==> config.mk <==
export PLATFORM = sky130hd
export DESIGN_NAME = reliable_receive_window_sack
export DESIGN_NICKNAME = d
export VERILOG_FILES = /design/src/design/rrwsack_pkg.sv /design/src/design/rrwsack_ram.sv /design/src/design/reliable_receive_window_sack.sv
export SDC_FILE = /design/constraint.sdc
export NUM_CORES = 2
export LEC_CHECK = 0
export BUFFER_PORTS_ARGS = -buffer_cell sky130_fd_sc_hd__buf_2
export CORE_ASPECT_RATIO = 0.75
export CORE_MARGIN = 3
export CORE_UTILIZATION = 50
export DETAILED_ROUTE_END_ITERATION = 6
export PLACE_DENSITY = 0.64
export SLEW_MARGIN = 20
export SYNTH_ARGS = -nofsm -noshare
export SYNTH_HDL_FRONTEND = slang
export SYNTH_SLANG_ARGS = --single-unit
==> constraint.sdc <==
create_clock -name clk -period 21.3 [get_ports clk]
set_input_delay 4.26 -clock clk [delete_from_list [all_inputs] [get_ports clk]]
set_output_delay 4.26 -clock clk [all_outputs]
set_load 0.1 [all_outputs]
==> src/design/rrwsack_pkg.sv <==
// Shared types, codes and defaults for the selective-ack receive window.
package rrwsack_pkg;

	localparam int WINDOW_SLOTS_DEF = 32;
	localparam int SEQ_BITS_DEF     = 16;
	localparam int MAX_BLOCKS       = 16;
	localparam int CREDIT_W         = 21;
	localparam int OFS_W            = 9;
	localparam logic [CREDIT_W-1:0] CREDIT_RESET = 21'd65536;

	localparam logic [2:0] ST_STORED    = 3'd0;
	localparam logic [2:0] ST_DUPLICATE = 3'd1;
	localparam logic [2:0] ST_BEYOND    = 3'd2;
	localparam logic [2:0] ST_CONFLICT  = 3'd3;
	localparam logic [2:0] ST_NO_CREDIT = 3'd4;
	localparam logic [2:0] ST_DISPATCH  = 3'd5;
	localparam logic [2:0] ST_NOTHING   = 3'd6;

	localparam logic MODE_ADD  = 1'b0;
	localparam logic MODE_READ = 1'b1;

	typedef struct packed {
		logic        mode;
		logic [15:0] seq;
		logic [15:0] size;
	} in_item_t;

	typedef struct packed {
		logic [2:0]          status;
		logic                accepted;
		logic                ack_valid;
		logic [15:0]         cumulative_ack;
		logic [CREDIT_W-1:0] credit_left;
		logic                gap_valid;
		logic [OFS_W-1:0]    gap_start;
		logic [OFS_W-1:0]    gap_end;
		logic [15:0]         read_seq;
		logic [15:0]         read_size;
		logic [7:0]          read_slot;
		logic                last;
	} result_t;

endpackage

==> src/design/rrwsack_ram.sv <==
// Generic single-write, single-read RAM with registered read data.
module rrwsack_ram #(
	parameter int WIDTH = 32,
	parameter int DEPTH = 32
) (
	input  logic                     clk,
	input  logic                     wr_en,
	input  logic [$clog2(DEPTH)-1:0] wr_addr,
	input  logic [WIDTH-1:0]         wr_data,
	input  logic [$clog2(DEPTH)-1:0] rd_addr,
	output logic [WIDTH-1:0]         rd_data
);
	logic [WIDTH-1:0] mem [DEPTH];

	always_ff @(posedge clk) begin
		if (wr_en) begin
			mem[wr_addr] <= wr_data;
		end
		rd_data <= mem[rd_addr];
	end
endmodule

==> src/design/reliable_receive_window_sack.sv <==
// Top level: selective-ack receive window with an iterative slot scanner.
// A read item goes through S_RD_CHK, then S_RD_OUT loads its one result into the output register;
// the next item is taken once that result is pushed. An add item goes through S_ADD_CHK, the
// ack walk (S_ACK), the gap walk (S_GAP, only once an ack exists) and S_FIN, which loads its
// last result; the next item is taken once that result is pushed.
// One item at a time; the single slot walker sets the rate, and output stalls hold the gap walk and final result.
// Reset (arst_n low, asynchronous): all slots empty, sequence marks at minus one, no ack,
// no used credit, credit register 65536. Slot contents are not cleared.
module reliable_receive_window_sack #(
	parameter int WINDOW_SLOTS = rrwsack_pkg::WINDOW_SLOTS_DEF, // power of two, 2..256
	parameter int SEQ_BITS     = rrwsack_pkg::SEQ_BITS_DEF
) (
	input  logic                                 clk,
	input  logic                                 arst_n,
	input  logic                                 window_credit_we,
	input  logic [rrwsack_pkg::CREDIT_W-1:0]     window_credit_wdata,
	input  logic                                 in_valid,
	output logic                                 in_stall,
	input  rrwsack_pkg::in_item_t                in_item,
	output logic                                 out_valid,
	input  logic                                 out_stall,
	output rrwsack_pkg::result_t                 out_item
);
	import rrwsack_pkg::*;

	localparam int IDX_W = $clog2(WINDOW_SLOTS);
	localparam int K_W   = $clog2(WINDOW_SLOTS + 1);
	localparam int NB_W  = $clog2(MAX_BLOCKS + 1);
	localparam int RAM_W = SEQ_BITS + 16;
	localparam logic [SEQ_BITS-1:0] SEQ_ONES = {SEQ_BITS{1'b1}};

	typedef enum logic [2:0] {
		S_IDLE, S_ADD_CHK, S_ACK, S_GAP, S_FIN, S_RD_CHK, S_RD_OUT
	} state_t;

	// Serial-number compare: a is after b when the forward distance lies in the lower half.
	function automatic logic seq_gt(input logic [SEQ_BITS-1:0] a, input logic [SEQ_BITS-1:0] b);
		logic [SEQ_BITS-1:0] d;
		d = a - b;
		return (d != '0) && !d[SEQ_BITS-1];
	endfunction

	state_t                   state_q;
	logic [WINDOW_SLOTS-1:0]  full_q;
	logic [SEQ_BITS-1:0]      newest_q, disp_q, cum_q, i_q, s_q;
	logic                     seen_q;
	logic [CREDIT_W-1:0]      used_q, credit_q;
	logic [15:0]              sz_q;
	logic [2:0]               status_q;
	logic [K_W-1:0]           k_q;
	logic                     open_q, have_pend_q;
	logic [OFS_W-1:0]         start_q, pend_s_q, pend_e_q;
	logic [NB_W-1:0]          nblk_q;
	logic [15:0]              rseq_q, rsize_q;
	logic [7:0]               rslot_q;
	logic                     out_valid_q;
	result_t                  out_q;

	logic                     in_acc, can_push, push, push_last, push_gap;
	result_t                  push_d;
	logic [31:0]              seq_wide, cum_wide, rnxt_wide, ofs_s_wide, ofs_e_wide;
	logic [SEQ_BITS-1:0]      seq_in, nxt_disp, ofs_s, ofs_e, i_next;
	logic [IDX_W-1:0]         rd_addr, s_idx, i_idx, nxt_idx;
	logic [RAM_W-1:0]         rd_data, wr_data;
	logic [SEQ_BITS-1:0]      rd_seq;
	logic [15:0]              rd_size;
	logic                     wr_en;
	logic [CREDIT_W:0]        need_sum, sat_sum;
	logic                     credit_ok;
	logic [2:0]               add_status;
	logic                     ack_step, gap_end, gap_close, rd_hit;
	logic [CREDIT_W-1:0]      credit_now;

	// Resize the fixed 16-bit sequence field to the sequence width and back.
	assign seq_wide = 32'(in_item.seq);
	assign seq_in   = seq_wide[SEQ_BITS-1:0];
	assign cum_wide = 32'(cum_q);
	assign nxt_disp = disp_q + 1'b1;
	assign rnxt_wide = 32'(nxt_disp);
	assign s_idx    = s_q[IDX_W-1:0];
	assign i_idx    = i_q[IDX_W-1:0];
	assign nxt_idx  = nxt_disp[IDX_W-1:0];
	assign i_next   = i_q + 1'b1;

	// Offsets of the current walk position from the cumulative ack.
	assign ofs_s      = i_q - cum_q;
	assign ofs_e      = i_q - 1'b1 - cum_q;
	assign ofs_s_wide = 32'(ofs_s);
	assign ofs_e_wide = 32'(ofs_e);

	assign in_stall = (state_q != S_IDLE);
	assign in_acc   = in_valid && !in_stall;
	assign can_push = !out_valid_q || !out_stall;

	// Slot sequence and size share one RAM word; look up at acceptance, use next cycle.
	assign rd_addr = (in_item.mode == MODE_READ) ? nxt_idx : seq_in[IDX_W-1:0];
	assign rd_seq  = rd_data[RAM_W-1:16];
	assign rd_size = rd_data[15:0];
	assign wr_data = {s_q, sz_q};

	rrwsack_ram #(.WIDTH(RAM_W), .DEPTH(WINDOW_SLOTS)) u_slots (
		.clk     (clk),
		.wr_en   (wr_en),
		.wr_addr (s_idx),
		.wr_data (wr_data),
		.rd_addr (rd_addr),
		.rd_data (rd_data)
	);

	// Admission check for an add.
	always_comb begin
		need_sum   = {1'b0, used_q} + (CREDIT_W+1)'(sz_q);
		sat_sum    = need_sum[CREDIT_W] ? {1'b0, {CREDIT_W{1'b1}}} : need_sum;
		credit_ok  = seq_gt(newest_q, s_q) || (need_sum <= {1'b0, credit_q});
		add_status = ST_DUPLICATE;
		if (!credit_ok) begin
			add_status = ST_NO_CREDIT;
		end else if (seq_gt(s_q, disp_q + SEQ_BITS'(WINDOW_SLOTS))) begin
			add_status = ST_BEYOND;
		end else if (seq_gt(s_q, disp_q)) begin
			if (!full_q[s_idx]) begin
				add_status = ST_STORED;
			end else if (rd_seq != s_q) begin
				add_status = ST_CONFLICT;
			end
		end
		wr_en = (state_q == S_ADD_CHK) && (add_status == ST_STORED);
	end

	// Walk decisions and result assembly.
	always_comb begin
		ack_step  = (k_q != K_W'(WINDOW_SLOTS)) && !seq_gt(i_q, newest_q) && full_q[i_idx];
		gap_end   = (k_q == K_W'(WINDOW_SLOTS)) || seq_gt(i_q, newest_q);
		gap_close = open_q && (nblk_q < NB_W'(MAX_BLOCKS)) && (gap_end || !full_q[i_idx]);
		rd_hit    = full_q[nxt_idx] && (rd_seq == nxt_disp);
		credit_now = (credit_q > used_q) ? credit_q - used_q : '0;

		push      = 1'b0;
		push_last = 1'b0;
		push_gap  = 1'b0;
		case (state_q)
			S_GAP: begin
				push = can_push && gap_close && have_pend_q;
				push_gap = 1'b1;
			end
			S_FIN: begin
				push      = can_push;
				push_last = 1'b1;
				push_gap  = have_pend_q;
			end
			S_RD_OUT: begin
				push      = can_push;
				push_last = 1'b1;
			end
			default: begin
				push = 1'b0;
			end
		endcase

		push_d.status         = status_q;
		push_d.accepted       = (status_q == ST_STORED) || (status_q == ST_DUPLICATE);
		push_d.ack_valid      = seen_q;
		push_d.cumulative_ack = cum_wide[15:0];
		push_d.credit_left    = credit_now;
		push_d.gap_valid      = push_gap;
		push_d.gap_start      = push_gap ? pend_s_q : '0;
		push_d.gap_end        = push_gap ? pend_e_q : '0;
		push_d.read_seq       = rseq_q;
		push_d.read_size      = rsize_q;
		push_d.read_slot      = rslot_q;
		push_d.last           = push_last;
	end

	always_ff @(posedge clk or negedge arst_n) begin
		if (!arst_n) begin
			state_q     <= S_IDLE;
			full_q      <= '0;
			newest_q    <= SEQ_ONES;
			disp_q      <= SEQ_ONES;
			cum_q       <= SEQ_ONES;
			seen_q      <= 1'b0;
			used_q      <= '0;
			credit_q    <= CREDIT_RESET;
			out_valid_q <= 1'b0;
			k_q         <= '0;
			open_q      <= 1'b0;
			have_pend_q <= 1'b0;
			nblk_q      <= '0;
		end else begin
			if (window_credit_we) begin
				credit_q <= window_credit_wdata;
			end

			// Output register: load on push, drop once taken.
			if (push) begin
				out_q       <= push_d;
				out_valid_q <= 1'b1;
			end else if (out_valid_q && !out_stall) begin
				out_valid_q <= 1'b0;
			end

			case (state_q)
				S_IDLE: begin
					if (in_acc) begin
						s_q     <= seq_in;
						sz_q    <= in_item.size;
						rseq_q  <= '0;
						rsize_q <= '0;
						rslot_q <= '0;
						state_q <= (in_item.mode == MODE_READ) ? S_RD_CHK : S_ADD_CHK;
					end
				end
				S_ADD_CHK: begin
					status_q <= add_status;
					if (add_status == ST_STORED) begin
						full_q[s_idx] <= 1'b1;
						used_q        <= sat_sum[CREDIT_W-1:0];
						if (seq_gt(s_q, newest_q)) begin
							newest_q <= s_q;
						end
					end
					i_q     <= (seq_gt(cum_q, disp_q) ? cum_q : disp_q) + 1'b1;
					k_q     <= '0;
					state_q <= S_ACK;
				end
				S_ACK: begin
					// Advance the cumulative ack over consecutive full slots.
					if (ack_step) begin
						cum_q  <= i_q;
						seen_q <= 1'b1;
						i_q    <= i_next;
						k_q    <= k_q + 1'b1;
					end else begin
						i_q         <= cum_q + 1'b1;
						k_q         <= '0;
						open_q      <= 1'b0;
						have_pend_q <= 1'b0;
						nblk_q      <= '0;
						state_q     <= seen_q ? S_GAP : S_FIN;
					end
				end
				S_GAP: begin
					// Hold one finished block back so the final one can carry last.
					if (can_push) begin
						if (gap_close) begin
							pend_s_q    <= start_q;
							pend_e_q    <= ofs_e_wide[OFS_W-1:0];
							have_pend_q <= 1'b1;
							nblk_q      <= nblk_q + 1'b1;
						end
						if (gap_end) begin
							state_q <= S_FIN;
						end else begin
							if (full_q[i_idx]) begin
								if (!open_q) begin
									open_q  <= 1'b1;
									start_q <= ofs_s_wide[OFS_W-1:0];
								end
							end else begin
								open_q <= 1'b0;
							end
							i_q <= i_next;
							k_q <= k_q + 1'b1;
						end
					end
				end
				S_FIN: begin
					if (can_push) begin
						state_q <= S_IDLE;
					end
				end
				S_RD_CHK: begin
					if (rd_hit) begin
						status_q       <= ST_DISPATCH;
						full_q[nxt_idx] <= 1'b0;
						disp_q         <= nxt_disp;
						used_q         <= (used_q > CREDIT_W'(rd_size)) ?
							used_q - CREDIT_W'(rd_size) : '0;
						rseq_q         <= rnxt_wide[15:0];
						rsize_q        <= rd_size;
						rslot_q        <= 8'(nxt_idx);
					end else begin
						status_q <= ST_NOTHING;
					end
					state_q <= S_RD_OUT;
				end
				S_RD_OUT: begin
					if (can_push) begin
						state_q <= S_IDLE;
					end
				end
				default: begin
					state_q <= S_IDLE;
				end
			endcase
		end
	end

	assign out_valid = out_valid_q;
	assign out_item  = out_q;
endmodule

* Word level (Yosys, flattened, before mapping)
Memories as Yosys holds them, arrays and structs flattened. A register that Yosys moved wholly into a read port is not among the register bits.
Cells that the tools add are included.
** Word-level totals
- Register bits :: 360
- Bits in writable memories :: 1024
- Input bits :: 59
- Output and inout port bits :: 104
- Memories :: 1
** Operators by class
- $add $sub $neg :: 19
- Magnitude comparators :: 9
- Eq/ne operators :: 20
- Multiplexer cells :: 70
- Bitwise logic cells :: 5
- Reductions and logical operators :: 65
** Memories
- u_slots.mem :: words 32, bits a word 32, read ports 1, clocked after memory_dff 1, wr ports 1, RTL line rrwsack_ram.sv:13 : logic [WIDTH-1:0] mem [DEPTH];
** Operator list (count)
- $mux 16 :: 7
- $reduce_bool 16->1 :: 6
- $sub 16x16->16 :: 6
- $mux 21 :: 4
- $add 16x1->16 const B :: 4
- $mux 32 :: 2
- $pmux 16 s2 :: 2
- $pmux 32 s2 :: 1
- $pmux 16 s3 :: 1
- $pmux 21 s2 :: 1
- $and 32x32->32 :: 1
- $not 32->32 :: 1
- $or 32x32->32 :: 1
- $mux 3 :: 8
- $add 21x16->22 :: 1
- $le 22x21->1 :: 1
- $gt 21x16->1 :: 1
- $gt 21x21->1 :: 1
- $sub 21x16->21 :: 1
- $sub 21x21->21 :: 1
- $mux 5 :: 4
- $reduce_and 4->1 :: 5
- $logic_and 1x1->1 :: 18
- $lt 5x6->1 const B :: 3
- 39 further kinds :: 107

* Longest topological paths before layout
- Word-level depth :: 10
- Mapped depth :: 25
- Mapped depth without buffers :: 20

* By module
Synthesis repeated with hierarchy kept, for this count alone.
** Second synthesis, totals
- Cells, all modules :: 4804
- Area total of the unflattened synthesis :: 65197.5 sq um
** Modules (own cells, without submodules)
- rrwsack_ram :: times used 1, cells each 2260, area an instance 40485.1 sq um, seq. area each 31390.1 sq um
- reliable_receive_window_sack :: times used 1, cells each 2544, area an instance 24712.5 sq um, seq. area each 9690.5 sq um

* Worst setup path before layout
Ideal clock, no wire load.
- Path kind :: input to register
- Start :: input port out_stall
- End :: register out_q, in the netlist out_item[0], enable pin
- Setup time :: 0.548 ns
- Arrival time :: 8.418 ns
- Slack :: 12.334 ns
- Stages on the path :: 3
- Buffers on the path :: 0
- Cells stage by stage :: nand2_1 nand2_1 nor2_1
** Between the ends
- Longest elaborated chain between the ends :: 6
** RTL lines
- start, declared :: RTL line reliable_receive_window_sack.sv:21 : input logic out_stall,
- $logic_not 1->1 * :: RTL line reliable_receive_window_sack.sv:93 : assign can_push = !out_valid_q || !out_stall;
- $logic_or 1x1->1 * :: RTL line reliable_receive_window_sack.sv:93
- $logic_and 1x1->1 (2 in a row) :: RTL line reliable_receive_window_sack.sv:143 : push = can_push && gap_close && have_pend_q;
- $pmux 1 s2 * :: RTL line reliable_receive_window_sack.sv:141 : case (state_q)
- $reduce_and 2->1 (no line) *
- end signal, assigned :: RTL line reliable_receive_window_sack.sv:196 : out_q <= push_d;
- end, declared :: RTL line reliable_receive_window_sack.sv:57 : result_t out_q;
Mark *: on every way between the ends. The rest lies on a longest branch, timed or not.
A chain may end at the register's enable or synchronous reset.

* Worst setup path after layout
- Start :: input port in_item[32] (netlist name)
- End :: register u_slots.rd_data[14] (read register of u_slots.mem)
** Between the ends
- Longest elaborated chain between the ends :: 1
** RTL lines
- start, declared :: RTL line reliable_receive_window_sack.sv:19 : input rrwsack_pkg::in_item_t in_item,
- $mux 5 :: RTL line reliable_receive_window_sack.sv:96 : assign rd_addr = (in_item.mode == MODE_READ) ? nxt_idx : seq_in[IDX_W-1:0];
- end, declared :: RTL line rrwsack_ram.sv:11 : output logic [WIDTH-1:0] rd_data
Every way passes these cells.

==> flow_summary.ini <==
[setup_path]
crit_top_cell = buf_4
path_class = input port to flop
required_ns = 21.92
crit_path_max_incr_delay_ns = 0.86
critPathSlowestCell = buf_4
path_cells = buf_2 -> mux2i_4 -> buf_4 -> buf_4 -> buf_4 -> buf_4 -> mux4_2 -> mux2_2 -> o21ai_0 -> o21ai_0
r2r_start = sz_q[5]
start_kind = input port
rrSetupSlack_ns = 13.06
cp.arrival_ns = 9.39
critical_path.max_fanout = 47
endpoint_kind = flop
reg2reg_to = u_slots.mem[31][14]
ff2ff_path_depth = 21

[layout]
drive_above_1_share_pct = 21.0
insertedDiodeCount = 0
seq_area_mm2 = 0.0411
area_growth_pct = 12.1
utilization_pct = 56.8
fin_nets = 4769
multi_input_area_mm2 = 0.0223
instances_no_fill = 6340
num-fill-cells = 10019
fin_area_mm2 = 0.0724

[floorplan]
start_util_pct = 50.7
chipWidth_um = 421
rows = 113
pin_count = 163
die-area_mm2 = 0.134
core_area_mm2 = 0.127
die_h_um = 317

[yosys]
async_reset_ff_share_pct = 10.0
synth_cell_types = 89
synth_mux_area_share_pct = 13.6
synth_area_leaders = edfxtp_1 (57%), mux4_2 (9.8%), ha_1 (3.7%)
synth_top_cell_by_area = edfxtp_1
synth_edf_count = 1228
synthXorXnorAreaFrac_pct = 2.74
synthAdderAreaFrac_pct = 4.15
synthSimpleGateAreaFrac_pct = 6.32
synth_top_family_by_area = multiplexers
synth_cells = 4297
syn_area_mm2 = 0.0646
seq_area_frac_synth_pct = 63.6
synth_compound_area_share_pct = 7.16
syn_area_per_cell_um2 = 15.0
ys_ff_latch = 1400
synthFlopType = edfxtp_1
ys_warn_count = 0
yosysTopAreaCellShare_pct = 57.1

[placed_design]
pre_cts_slack_ns = 11.61
placed_area_mm2 = 0.0679
dp_hpwl_um = 106000
place_congestion = 0.941
port_buffers = 159
place_inst = 6089

[clock_tree]
hold_buffers = 0
htree_num_levels = 4
clk_path_buf_depth = 3
cts_tree = yes
post_cts_buffers = 0
root_buffer = clkbuf_16
clk_pin_slew_ns = 0.06
cts_resized = 0
cts_made_buffers = 137
clock_sinks = 1400
clk_latency_ns = 0.77

[sta]
finalHoldViolations = 0
fmax_mhz = 114
tns_ns = 0
setup_violations = 0
worst_clock_skew_ns = 0.0220
relSlewSlack_pct = 25.8
rsz0062_at_grt = false
setup_ws_ns = 12.53
period_needed_ns = 8.77
tightest_slew_ns = 1.11
slew_violations = 0
period_share_pct = 41.2

[min_path]
hp-start = rseq_q[3]
hold_path.class = flop to flop
hold-path-cell-count = 0
min_to = out_item[28]

[detailed_routing]
avgRoutedWirePerCell_um = 27.6
postRouteWirelength_um = 175000
drt-pass1-iter-count = 6
vias = 39115
first_iter_violations = 4930
drc = 0
viasPerCell = 6.17
ant_nets = 0

[outcome]
status = finished, final reports clean

[global_route]
grt_overflow = 0
antenna_found_initial = 9
grt_max_degree = 160
grt_pass1_wl_um = 257000
grtUsageTotal_pct = 26.2
grt_pass1_vias = 37568

[pwr]
power_leakage_nw = 25.4
peakVddDrop_v = 0.000106
powerDensity_mw_per_mm2 = 111

[flow_run]
cap_violations = 0
## critical path, delay by kind of cell
family	cells	cell delay (ns)
AO/OA/AOI/OAI	2	0.39
buffers and inverters	5	3.43
multiplexers	3	1.15
## layout make-up
type | instances | share of cell area (%)
clock inverters | 64 | 0.954
clock buffers | 186 | 5.18
flip-flops and latches | 1400 | 56.7
inverters | 203 | 1.05
repair buffers | 263 | 2.29
multi-input cells | 2499 | 30.8
well taps | 1725 | 2.98
## cell usage in the layout, fill, tap and decap left out, types with 75 or more instances in the layout
cell type  count
edfxtp_1    1228
mux4_2       282
nand2_1      237
o21ai_0      237
nor2_1       213
inv_1        199
ha_1         192
buf_2        158
clkbuf_16    138
a21oi_1      133
mux2i_1      124
xnor2_1      110
buf_4         98
mux2_2        91
dfrtp_1       91
xor2_1        77
nor3_1        76
nand3_1       75
## metrics by stage
step / power, mW / hold slack, ns
CTS: 8.08 / 0.418
detailed placement: 5.66 / 0.405
floorplan: 5.08 / 0.400
finish: 8.06 / 0.416
global route: 8.45 / 0.421
global placement: 5.64 / 0.400
## state kept, by name (all words and copies together) (netlist names), 21 cells and up
register         flops
used_q              21
out_item            94
credit_q            21
u_slots.rd_data     32
u_slots.mem       1024
full_q              32
## routing by layer
layer | vias to the layer above | GRT usage [%] | share of wire (%)
met5 | - | 0 | 0.0057
met4 | 2 | 6.11 | 1.6
met3 | 191 | 6.25 | 11
met2 | 1998 | 36.7 | 42
met1 | 19871 | 41.4 | 46
li1 | 17053 | - | -
## power breakdown
part | switching [mW] | internal (mW)
registers | 0.138 | 3.19
clock network | 1.06 | 1.35
logic | 1.53 | 0.797
## cells in the mapped netlist (all sizes together), types with 91 or more instances
| cell type | count |
|---|---|
| a21oi | 134 |
| clkbuf | 127 |
| dfrtp | 91 |
| edfxtp | 1228 |
| ha | 192 |
| inv | 199 |
| mux2 | 102 |
| mux2i | 126 |
| mux4 | 282 |
| nand2 | 237 |
| nor2 | 244 |
| o21ai | 241 |
| xnor2 | 110 |
## logic make-up (layout without fill, tap and decap cells)
family | count (synthesis) | in the layout
AO/OA/AOI/OAI | 722 | 722
XOR/XNOR | 193 | 193
adder cells (fa/ha/maj) | 206 | 206
buffers and inverters | 400 | 716
flip-flops | 1400 | 1400
multiplexers | 510 | 510
other | 1 | 3
AND/OR/NAND/NOR | 865 | 865
## worst max-delay path by stage
stage / start / endpoint / slack, ns / cells after the start
3_3_place_gp: in_item[32] / u_slots.rd_data[15] / 11.66 / 10
6_report: in_item[32] / u_slots.rd_data[14] / 12.53 / 10
3_5_place_dp: in_item[32] / u_slots.rd_data[14] / 11.61 / 10
4_1_cts: in_item[32] / u_slots.rd_data[14] / 12.40 / 10
2_1_floorplan: out_stall / out_item[0] / 12.33 / 3
5_1_grt: in_item[32] / u_slots.rd_data[14] / 11.95 / 10
Note: power is estimated with default switching activity, not from simulation.
